### config.mk
export PLATFORM = sky130hd
export DESIGN_NAME = bounded_deque_with_insert_search
export DESIGN_NICKNAME = d
export VERILOG_FILES = /design/src/sv/bdq_pkg.sv /design/src/sv/bdq_cell.sv /design/src/sv/bounded_deque_with_insert_search.sv
export SDC_FILE = /design/constraint.sdc
export NUM_CORES = 2
export LEC_CHECK = 0
export ABC_CLOCK_PERIOD_IN_PS = 8570
export BUFFER_PORTS_ARGS = -buffer_cell sky130_fd_sc_hd__buf_2
export CAP_MARGIN = 30
export CELL_PAD_IN_SITES_DETAIL_PLACEMENT = 1
export CELL_PAD_IN_SITES_GLOBAL_PLACEMENT = 1
export CORE_MARGIN = 2
export CORE_UTILIZATION = 46
export CTS_BUF_LIST = sky130_fd_sc_hd__clkbuf_16
export CTS_CLUSTER_DIAMETER = 50
export DETAILED_ROUTE_END_ITERATION = 6
export GPL_ROUTABILITY_DRIVEN = 0
export GPL_TIMING_DRIVEN = 1
export HOLD_SLACK_MARGIN = 0.15
export PLACE_DENSITY_LB_ADDON = 0.25
export SYNTH_ARGS = -nofsm -noshare
export SYNTH_HDL_FRONTEND = slang
export SYNTH_SLANG_ARGS = --single-unit
### constraint.sdc
create_clock -name clk -period 8.57 [get_ports clk]
set_clock_uncertainty 0.2 [all_clocks]
set_input_delay 1.2855 -clock clk [delete_from_list [all_inputs] [get_ports clk]]
set_output_delay 1.2855 -clock clk [all_outputs]
set_load 0.1 [all_outputs]
### src/sv/bdq_pkg.sv
`default_nettype none
package bdq_pkg;

  localparam int DEPTH = 16;
  localparam int IDX_W = $clog2(DEPTH);
  localparam int CNT_W = $clog2(DEPTH + 1);
  localparam int VAL_W = 32;
  localparam int CMD_W = 3;
  localparam int ST_W  = 2;

  localparam logic [CMD_W-1:0] CMD_PUSH_FRONT = 3'd0;
  localparam logic [CMD_W-1:0] CMD_PUSH_BACK  = 3'd1;
  localparam logic [CMD_W-1:0] CMD_POP_FRONT  = 3'd2;
  localparam logic [CMD_W-1:0] CMD_POP_BACK   = 3'd3;
  localparam logic [CMD_W-1:0] CMD_INSERT     = 3'd4;
  localparam logic [CMD_W-1:0] CMD_SEARCH     = 3'd5;

  localparam logic [ST_W-1:0] ST_OK     = 2'd0;
  localparam logic [ST_W-1:0] ST_EMPTY  = 2'd1;
  localparam logic [ST_W-1:0] ST_FULL   = 2'd2;
  localparam logic [ST_W-1:0] ST_BADPOS = 2'd3;

  // per-cell move control for the current cycle
  typedef struct packed {
    logic load_new;
    logic take_left;
    logic take_right;
  } cell_ctrl_t;

endpackage
`default_nettype wire

### src/sv/bdq_cell.sv
`default_nettype none
module bdq_cell
  import bdq_pkg::*;
(
  input  wire logic             clk,
  input  wire cell_ctrl_t       ctrl,
  input  wire logic [VAL_W-1:0] new_val,
  input  wire logic [VAL_W-1:0] left_val,
  input  wire logic [VAL_W-1:0] right_val,
  input  wire logic [VAL_W-1:0] key,
  input  wire logic             live,
  output logic      [VAL_W-1:0] data,
  output logic                  hit
);

  logic [VAL_W-1:0] data_r;
  logic [VAL_W-1:0] data_nxt;

  always_comb begin
    data_nxt = data_r;
    if (ctrl.load_new) begin
      data_nxt = new_val;
    end else if (ctrl.take_left) begin
      data_nxt = left_val;
    end else if (ctrl.take_right) begin
      data_nxt = right_val;
    end
  end

  always_ff @(posedge clk) begin
    data_r <= data_nxt;
  end

  assign data = data_r;
  assign hit  = live && (data_r == key);

endmodule
`default_nettype wire

### src/sv/bounded_deque_with_insert_search.sv
`default_nettype none
// bounded deque with positional insert and search
//
// input channel: in_valid/in_ready carry one command item (in_command,
// in_value, in_position). result channel: out_valid/out_ready carry one
// result item per command (out_status, out_found, out_found_index,
// out_count).
//
// storage is a row of DEPTH entry cells. every inner cell sees both neighbors,
// so push front and insert shift the tail back one place, and pop front
// shifts everything forward one place, all at once. search
// compares the key in every live cell at once and a priority encoder picks
// the lowest matching index.
// the result is registered, available in the cycle after the item is
// accepted. throughput: one item per cycle while the receiver keeps the
// result register drained, set by the shift/compare of the cell row.
// receiver stall: a new item is taken whenever the result register is
// empty or being drained the same cycle; otherwise in_ready drops.
// reset (rst_n low, synchronous) empties the store and the result
// register; entry contents are not cleared and are never read unwritten
module bounded_deque_with_insert_search
  import bdq_pkg::*;
(
  input  wire logic                    clk,
  input  wire logic                    rst_n,
  input  wire logic                    in_valid,
  output logic                         in_ready,
  input  wire logic        [CMD_W-1:0] in_command,
  input  wire logic signed [VAL_W-1:0] in_value,
  input  wire logic        [CNT_W-1:0] in_position,
  output logic                         out_valid,
  input  wire logic                    out_ready,
  output logic             [ST_W-1:0]  out_status,
  output logic                         out_found,
  output logic             [IDX_W-1:0] out_found_index,
  output logic             [CNT_W-1:0] out_count
);

  logic             in_fire;

  // fill state
  logic [CNT_W-1:0] count_r;
  logic [CNT_W-1:0] count_nxt;
  logic             full;
  logic             empty;

  // decoded command
  logic             ins_en;
  logic [CNT_W-1:0] ins_pos;
  logic             del_en;
  logic [ST_W-1:0]  status;
  logic             found;
  logic [IDX_W-1:0] found_idx;

  // cell row
  cell_ctrl_t       ctrl [DEPTH];
  logic [VAL_W-1:0] cell_data [DEPTH];
  logic [DEPTH-1:0] live;
  logic [DEPTH-1:0] hit;

  // result register
  logic             out_valid_r;
  logic             out_valid_nxt;
  logic [ST_W-1:0]  status_r;
  logic             found_r;
  logic [IDX_W-1:0] found_idx_r;
  logic [CNT_W-1:0] out_count_r;

  assign in_ready = !out_valid_r || out_ready;
  assign in_fire  = in_valid && in_ready;

  assign full  = (count_r == CNT_W'(DEPTH));
  assign empty = (count_r == '0);

  // command decode: push front/back are inserts at the ends
  always_comb begin
    ins_en    = 1'b0;
    ins_pos   = '0;
    del_en    = 1'b0;
    status    = ST_OK;
    count_nxt = count_r;
    case (in_command)
      CMD_PUSH_FRONT: begin
        if (full) begin
          status = ST_FULL;
        end else begin
          ins_en    = 1'b1;
          ins_pos   = '0;
          count_nxt = count_r + CNT_W'(1);
        end
      end
      CMD_PUSH_BACK: begin
        if (full) begin
          status = ST_FULL;
        end else begin
          ins_en    = 1'b1;
          ins_pos   = count_r;
          count_nxt = count_r + CNT_W'(1);
        end
      end
      CMD_POP_FRONT: begin
        if (empty) begin
          status = ST_EMPTY;
        end else begin
          del_en    = 1'b1;
          count_nxt = count_r - CNT_W'(1);
        end
      end
      CMD_POP_BACK: begin
        if (empty) begin
          status = ST_EMPTY;
        end else begin
          count_nxt = count_r - CNT_W'(1);
        end
      end
      CMD_INSERT: begin
        if (full) begin
          status = ST_FULL;
        end else if (in_position == '0 || in_position > count_r) begin
          status = ST_BADPOS;
        end else begin
          // position equal to count lands at the back, same as an append
          ins_en    = 1'b1;
          ins_pos   = in_position;
          count_nxt = count_r + CNT_W'(1);
        end
      end
      default: begin
        // search and unused codes leave the store alone
      end
    endcase
  end

  // per-cell control, gated by the handshake
  always_comb begin
    for (int i = 0; i < DEPTH; i++) begin
      ctrl[i].load_new   = in_fire && ins_en && (CNT_W'(i) == ins_pos);
      ctrl[i].take_left  = in_fire && ins_en && (CNT_W'(i) > ins_pos);
      ctrl[i].take_right = in_fire && del_en;
      live[i]            = (CNT_W'(i) < count_r);
    end
  end

  genvar g;
  generate
    for (g = 0; g < DEPTH; g++) begin : g_cell
      logic [VAL_W-1:0] left_val;
      logic [VAL_W-1:0] right_val;

      // front cell never shifts in from the left; last cell keeps its own
      if (g == 0) begin : g_front
        assign left_val = in_value;
      end else begin : g_mid_l
        assign left_val = cell_data[g-1];
      end
      if (g == DEPTH - 1) begin : g_back
        assign right_val = cell_data[g];
      end else begin : g_mid_r
        assign right_val = cell_data[g+1];
      end

      bdq_cell u_cell (
        .clk       (clk),
        .ctrl      (ctrl[g]),
        .new_val   (in_value),
        .left_val  (left_val),
        .right_val (right_val),
        .key       (in_value),
        .live      (live[g]),
        .data      (cell_data[g]),
        .hit       (hit[g])
      );
    end
  endgenerate

  // first match wins
  always_comb begin
    found     = 1'b0;
    found_idx = '0;
    if (in_command == CMD_SEARCH) begin
      for (int i = DEPTH - 1; i >= 0; i--) begin
        if (hit[i]) begin
          found     = 1'b1;
          found_idx = IDX_W'(i);
        end
      end
    end
  end

  always_comb begin
    out_valid_nxt = out_valid_r;
    if (in_fire) begin
      out_valid_nxt = 1'b1;
    end else if (out_ready) begin
      out_valid_nxt = 1'b0;
    end
  end

  always_ff @(posedge clk) begin
    if (!rst_n) begin
      count_r     <= '0;
      out_valid_r <= 1'b0;
    end else begin
      out_valid_r <= out_valid_nxt;
      if (in_fire) begin
        count_r <= count_nxt;
      end
    end
  end

  always_ff @(posedge clk) begin
    if (in_fire) begin
      status_r    <= status;
      found_r     <= found;
      found_idx_r <= found_idx;
      out_count_r <= count_nxt;
    end
  end

  assign out_valid       = out_valid_r;
  assign out_status      = status_r;
  assign out_found       = found_r;
  assign out_found_index = found_idx_r;
  assign out_count       = out_count_r;

endmodule
`default_nettype wire

==> reports/results.txt <==
Clock tree synthesis inserted a total of 74 buffers. The ratio of cells with drive above 1 in the final layout came out at 0.1172. Once the clock tree was built, the setup fixing pass inserted 0 buffers. TritonCTS built the clock tree. Clock-pin slew was measured on the worst setup and hold paths at 0.06 ns. The run gives 12.78 nW as the static leakage.

The fraction of the cycle the final worst path needs is 0.6853, and the sequential fraction of the synthesis area is 0.4856. The run gives 0 as the reported max-cap violation count. The clock passes through at most 3 buffers.

In this run, synthesis produced a sequential element count of 530. The mean routed wirelength per cell was 30.92 um; the data arrival at the endpoint of the critical path was 5.93 ns. The run gives 0.2304 as the tightest slew margin relative to the limit. The tools report the aggregate global-route resource usage as 0.3442. The tools report the endpoint of the most critical register-to-register path as g_cell[5].u_cell.data[28]. The run gives 0.417 as the relative contribution of the clock network to total power. In the final timing run, aggregate negative setup slack is 0 ns.

When the netlist entered floorplanning its net count stood at 3283. In this run the remaining antenna-violating nets after routing total 0. In the final layout, the multi-input gates occupy 0.01548 mm^2. The share of synthesized flip-flops with an asynchronous set or reset works out to 0.

The tools report the initial antenna violation count as 2. Mean number of vias per cell: 6.571. In this run the power density over the cells is 205.9 mW/mm^2. The most critical setup path has its startpoint at count_r[3]. The final net count was 3207; the die area was 0.07313 mm^2. The later pin in the worst-skew pair is clocked with a latency of 0.63 ns.

0 antenna diodes ended up in the layout. Prior to clock tree synthesis, the placed netlist has a worst setup slack of 2.370 ns. During I/O placement, the number of pins put on the boundary was 58. The wire-length estimate of the detail-placed layout is 91230 um. The tools report the data required time at the worst endpoint as 8.62 ns.

For this run, the number of Yosys warnings is 0. The class of the worst hold path is reg -> reg. Based on the critical path, the design can be clocked at up to 170.3 MHz. The logs give 26990 for the number of global-route vias before repair and 0 for the final number of max-transition violations. Leaving out fill and tap cells, the most frequent cell in the layout is sky130_fd_sc_hd__nand2_1. For the cell total after placement, the log shows 4016.

Class of the most critical setup path: reg -> reg. For this block, the initial DRC count from the detailed router was 4157. The count of input and output buffers is 57. The run gives 0.002191 W as the switching power. The count of cells in the finished layout, fillers not included, comes to 4156.

The tools report the effective utilization at floorplan as 0.4655. Setup slack on the critical path of the routed design comes to 2.697 ns. Subtracting the final worst setup slack from the clock period gives 5.873 ns.

The detailed router placed 27310 vias in this run. The final number of hold-violating endpoints is 0, and the number of remaining DRC errors is 0. The run finished with clean final reports.

The combinational cell fraction of total power came out at 0.141. The most frequently used flop master after synthesis was sky130_fd_sc_hd__edfxtp_1. The run gives 0 as the final setup violation count. Summing all flip-flop and latch instances after layout gives 0.01586 mm^2.

For the pin with the worst max-slew slack, the measured transition is 1.154 ns. Before antenna repair, the detailed router went through 6 iterations. The tools report the reg-to-reg startpoint as count_r[3].

Once the clock tree was built, the resizer swapped 0 gates to a different size. The logs give 0.5152 for the final core utilization and 0 for the final global-route overflow total. The logs give 0.03265 mm^2 for the cell area after synthesis and 3230 for the post-synthesis cell count. Summing internal, switching and leakage power gives 0.007441 W.

Setup repair after global routing left no endpoint under its margin. The vertical die dimension was 270.4 um; the largest net degree at the start of global routing was 71. The H-tree generated during clock tree synthesis spans 3 levels.

The number of hold buffers added after CTS was 0. Global-route wire length before repair: 186800 um. The cell internal power dissipation was 0.005250 W; the count of flip-flops with a built-in enable after synthesis was 524. Maximum fanout encountered on the critical timing path: 70.

STA classifies the critical path startpoint as a flip-flop. For the worst flop-to-flop path, the logic depth is 15. Buffer cell driving the clock tree root: sky130_fd_sc_hd__clkbuf_16. IR analysis of the VDD net gives a maximum drop of 0.0001251 V. The logs give 7708 for the filler cell count in the final layout and 72 for the number of different library cells in the post-synthesis netlist. Measured along the x axis, the die boundary spans 270.4 um. The fraction of power consumed by sequential logic came out at 0.442. The area added between synthesis and finish came out at 10.68%.

In this run the mean area of a mapped cell was 10.11 um^2. The switching part of the total power came out at 0.2944. For this design, the sink count on the clock tree is 530. Following the worst setup path forward leads to its endpoint at g_cell[5].u_cell.data[28]. Wires add up to 128500 um.

For the site row count, the log shows 97. In this run the register-to-register setup slack is 2.70 ns. The run gives 0.07015 mm^2 as the standard cell core area. Endpoint class of the critical path: a flip-flop. In the layout the commonest cells are 527 x sky130_fd_sc_hd__nand2_1, 524 x sky130_fd_sc_hd__edfxtp_1, 293 x sky130_fd_sc_hd__xnor2_1, 218 x sky130_fd_sc_hd__xor2_1, 203 x sky130_fd_sc_hd__nor2_1.
[per-stage QoR]
| step | cell area [um^2] | hold slack, ns |
|---|---|---|
| after global placement | 33530 | 0.3175 |
| after detailed placement | 33700 | 0.3597 |
| after CTS | 36130 | 0.3692 |
| final | 36140 | 0.3623 |
| after global routing | 36140 | 0.3827 |
| after floorplan | 32650 | 0.3530 |
[state kept, by name, summed over array words and instances, names as in the netlist]
| signal | cells |
|---|---|
| g_cell.u_cell.data | 512 |
| count_r | 5 |
| out_count | 5 |
| out_found_index | 4 |
| out_status | 2 |
| out_found | 1 |
| out_valid | 1 |
[routing by layer]
metal,part of all wire,vias to the layer above,GRT usage
li1,-,11480,-
met3,0.12,310,0.07032
met1,0.42,13670,0.5034
met4,0.045,2,0.1532
met5,0.00012,-,0
met2,0.42,1845,0.4896
[how the worst min path moves through the flow]
stage                     slack [ns]                    endpoint  cells past startpoint                       start
after floorplan                 0.35  g_cell[14].u_cell.data[31]                      2  g_cell[15].u_cell.data[31]
after global placement          0.32                   out_valid                      2                   out_valid
after detailed placement        0.36                   out_valid                      2                   out_valid
after CTS                       0.37                   out_valid                      2                   out_valid
after global routing            0.38                   out_valid                      2                   out_valid
final                           0.36                   out_valid                      2                   out_valid
[final cells by class]
class	count	share of cell area
flip-flops and latches	530	0.4387
multi-input cells	2368	0.4284
clock buffers	75	0.05193
well taps	940	0.03254
repair buffers	150	0.03009
clock inverters	63	0.01516
inverters	30	0.003116
[worst max-delay path, cell delays in order (launching register included)]
cell and delay, ns:
sky130_fd_sc_hd__dfxtp_1 0.74, sky130_fd_sc_hd__inv_1 0.26, sky130_fd_sc_hd__ha_1 0.36, sky130_fd_sc_hd__a21o_1 0.16, sky130_fd_sc_hd__a21oi_1 0.13, sky130_fd_sc_hd__a32o_1 0.29
sky130_fd_sc_hd__a32o_1 0.44, sky130_fd_sc_hd__nand2_4 0.23, sky130_fd_sc_hd__inv_2 0.08, sky130_fd_sc_hd__buf_4 0.49, sky130_fd_sc_hd__nand2_2 0.08, sky130_fd_sc_hd__buf_4 0.34
sky130_fd_sc_hd__or3_2 0.80, sky130_fd_sc_hd__buf_12 0.29, sky130_fd_sc_hd__nand3_1 0.10, sky130_fd_sc_hd__buf_4 0.45
[synthesized netlist by cell type, types with 9 or more instances]
cell,n,area share
sky130_fd_sc_hd__nand2_1,528,0.061
sky130_fd_sc_hd__edfxtp_1,524,0.48
sky130_fd_sc_hd__xnor2_1,293,0.079
sky130_fd_sc_hd__xor2_1,218,0.058
sky130_fd_sc_hd__nor2_1,209,0.024
sky130_fd_sc_hd__o21ai_0,197,0.030
sky130_fd_sc_hd__mux2i_1,191,0.059
sky130_fd_sc_hd__clkbuf_1,176,0.020
sky130_fd_sc_hd__a21oi_1,115,0.018
sky130_fd_sc_hd__a22oi_1,95,0.022
sky130_fd_sc_hd__nand4_1,83,0.016
sky130_fd_sc_hd__buf_2,79,0.012
sky130_fd_sc_hd__nor4_1,67,0.013
sky130_fd_sc_hd__a31oi_1,65,0.012
sky130_fd_sc_hd__mux2_2,60,0.021
sky130_fd_sc_hd__o22ai_1,33,0.0063
sky130_fd_sc_hd__inv_1,29,0.0033
sky130_fd_sc_hd__buf_1,28,0.0032
sky130_fd_sc_hd__nand3_1,23,0.0035
sky130_fd_sc_hd__a221oi_1,20,0.0054
sky130_fd_sc_hd__o21ai_1,19,0.0029
sky130_fd_sc_hd__o221ai_1,18,0.0048
sky130_fd_sc_hd__a222oi_1,15,0.0046
sky130_fd_sc_hd__nor3_1,15,0.0023
sky130_fd_sc_hd__buf_4,12,0.0028
sky130_fd_sc_hd__ha_1,9,0.0034
[cells by family after synthesis]
| logic type | share of synthesized area |
|---|---|
| simple gates | 0.1283 |
| compound gates | 0.1213 |
| flops | 0.4856 |
| xor+xnor | 0.1371 |
| buf+inv | 0.04395 |
| mux | 0.08028 |
| fa+ha+maj | 0.003449 |
[power groups by stage]
stage / Sequential [W] / Clock [W] / Combinational (W)
2_1_floorplan: 0.00325 / 0 / 0.000688
3_3_place_gp: 0.00333 / 0 / 0.000973
3_5_place_dp: 0.00333 / 0 / 0.00102
4_1_cts: 0.00328 / 0.00311 / 0.00103
5_1_grt: 0.00330 / 0.00321 / 0.00111
6_report: 0.00329 / 0.00310 / 0.00105
Note: power is estimated with default switching activity, not from simulation.
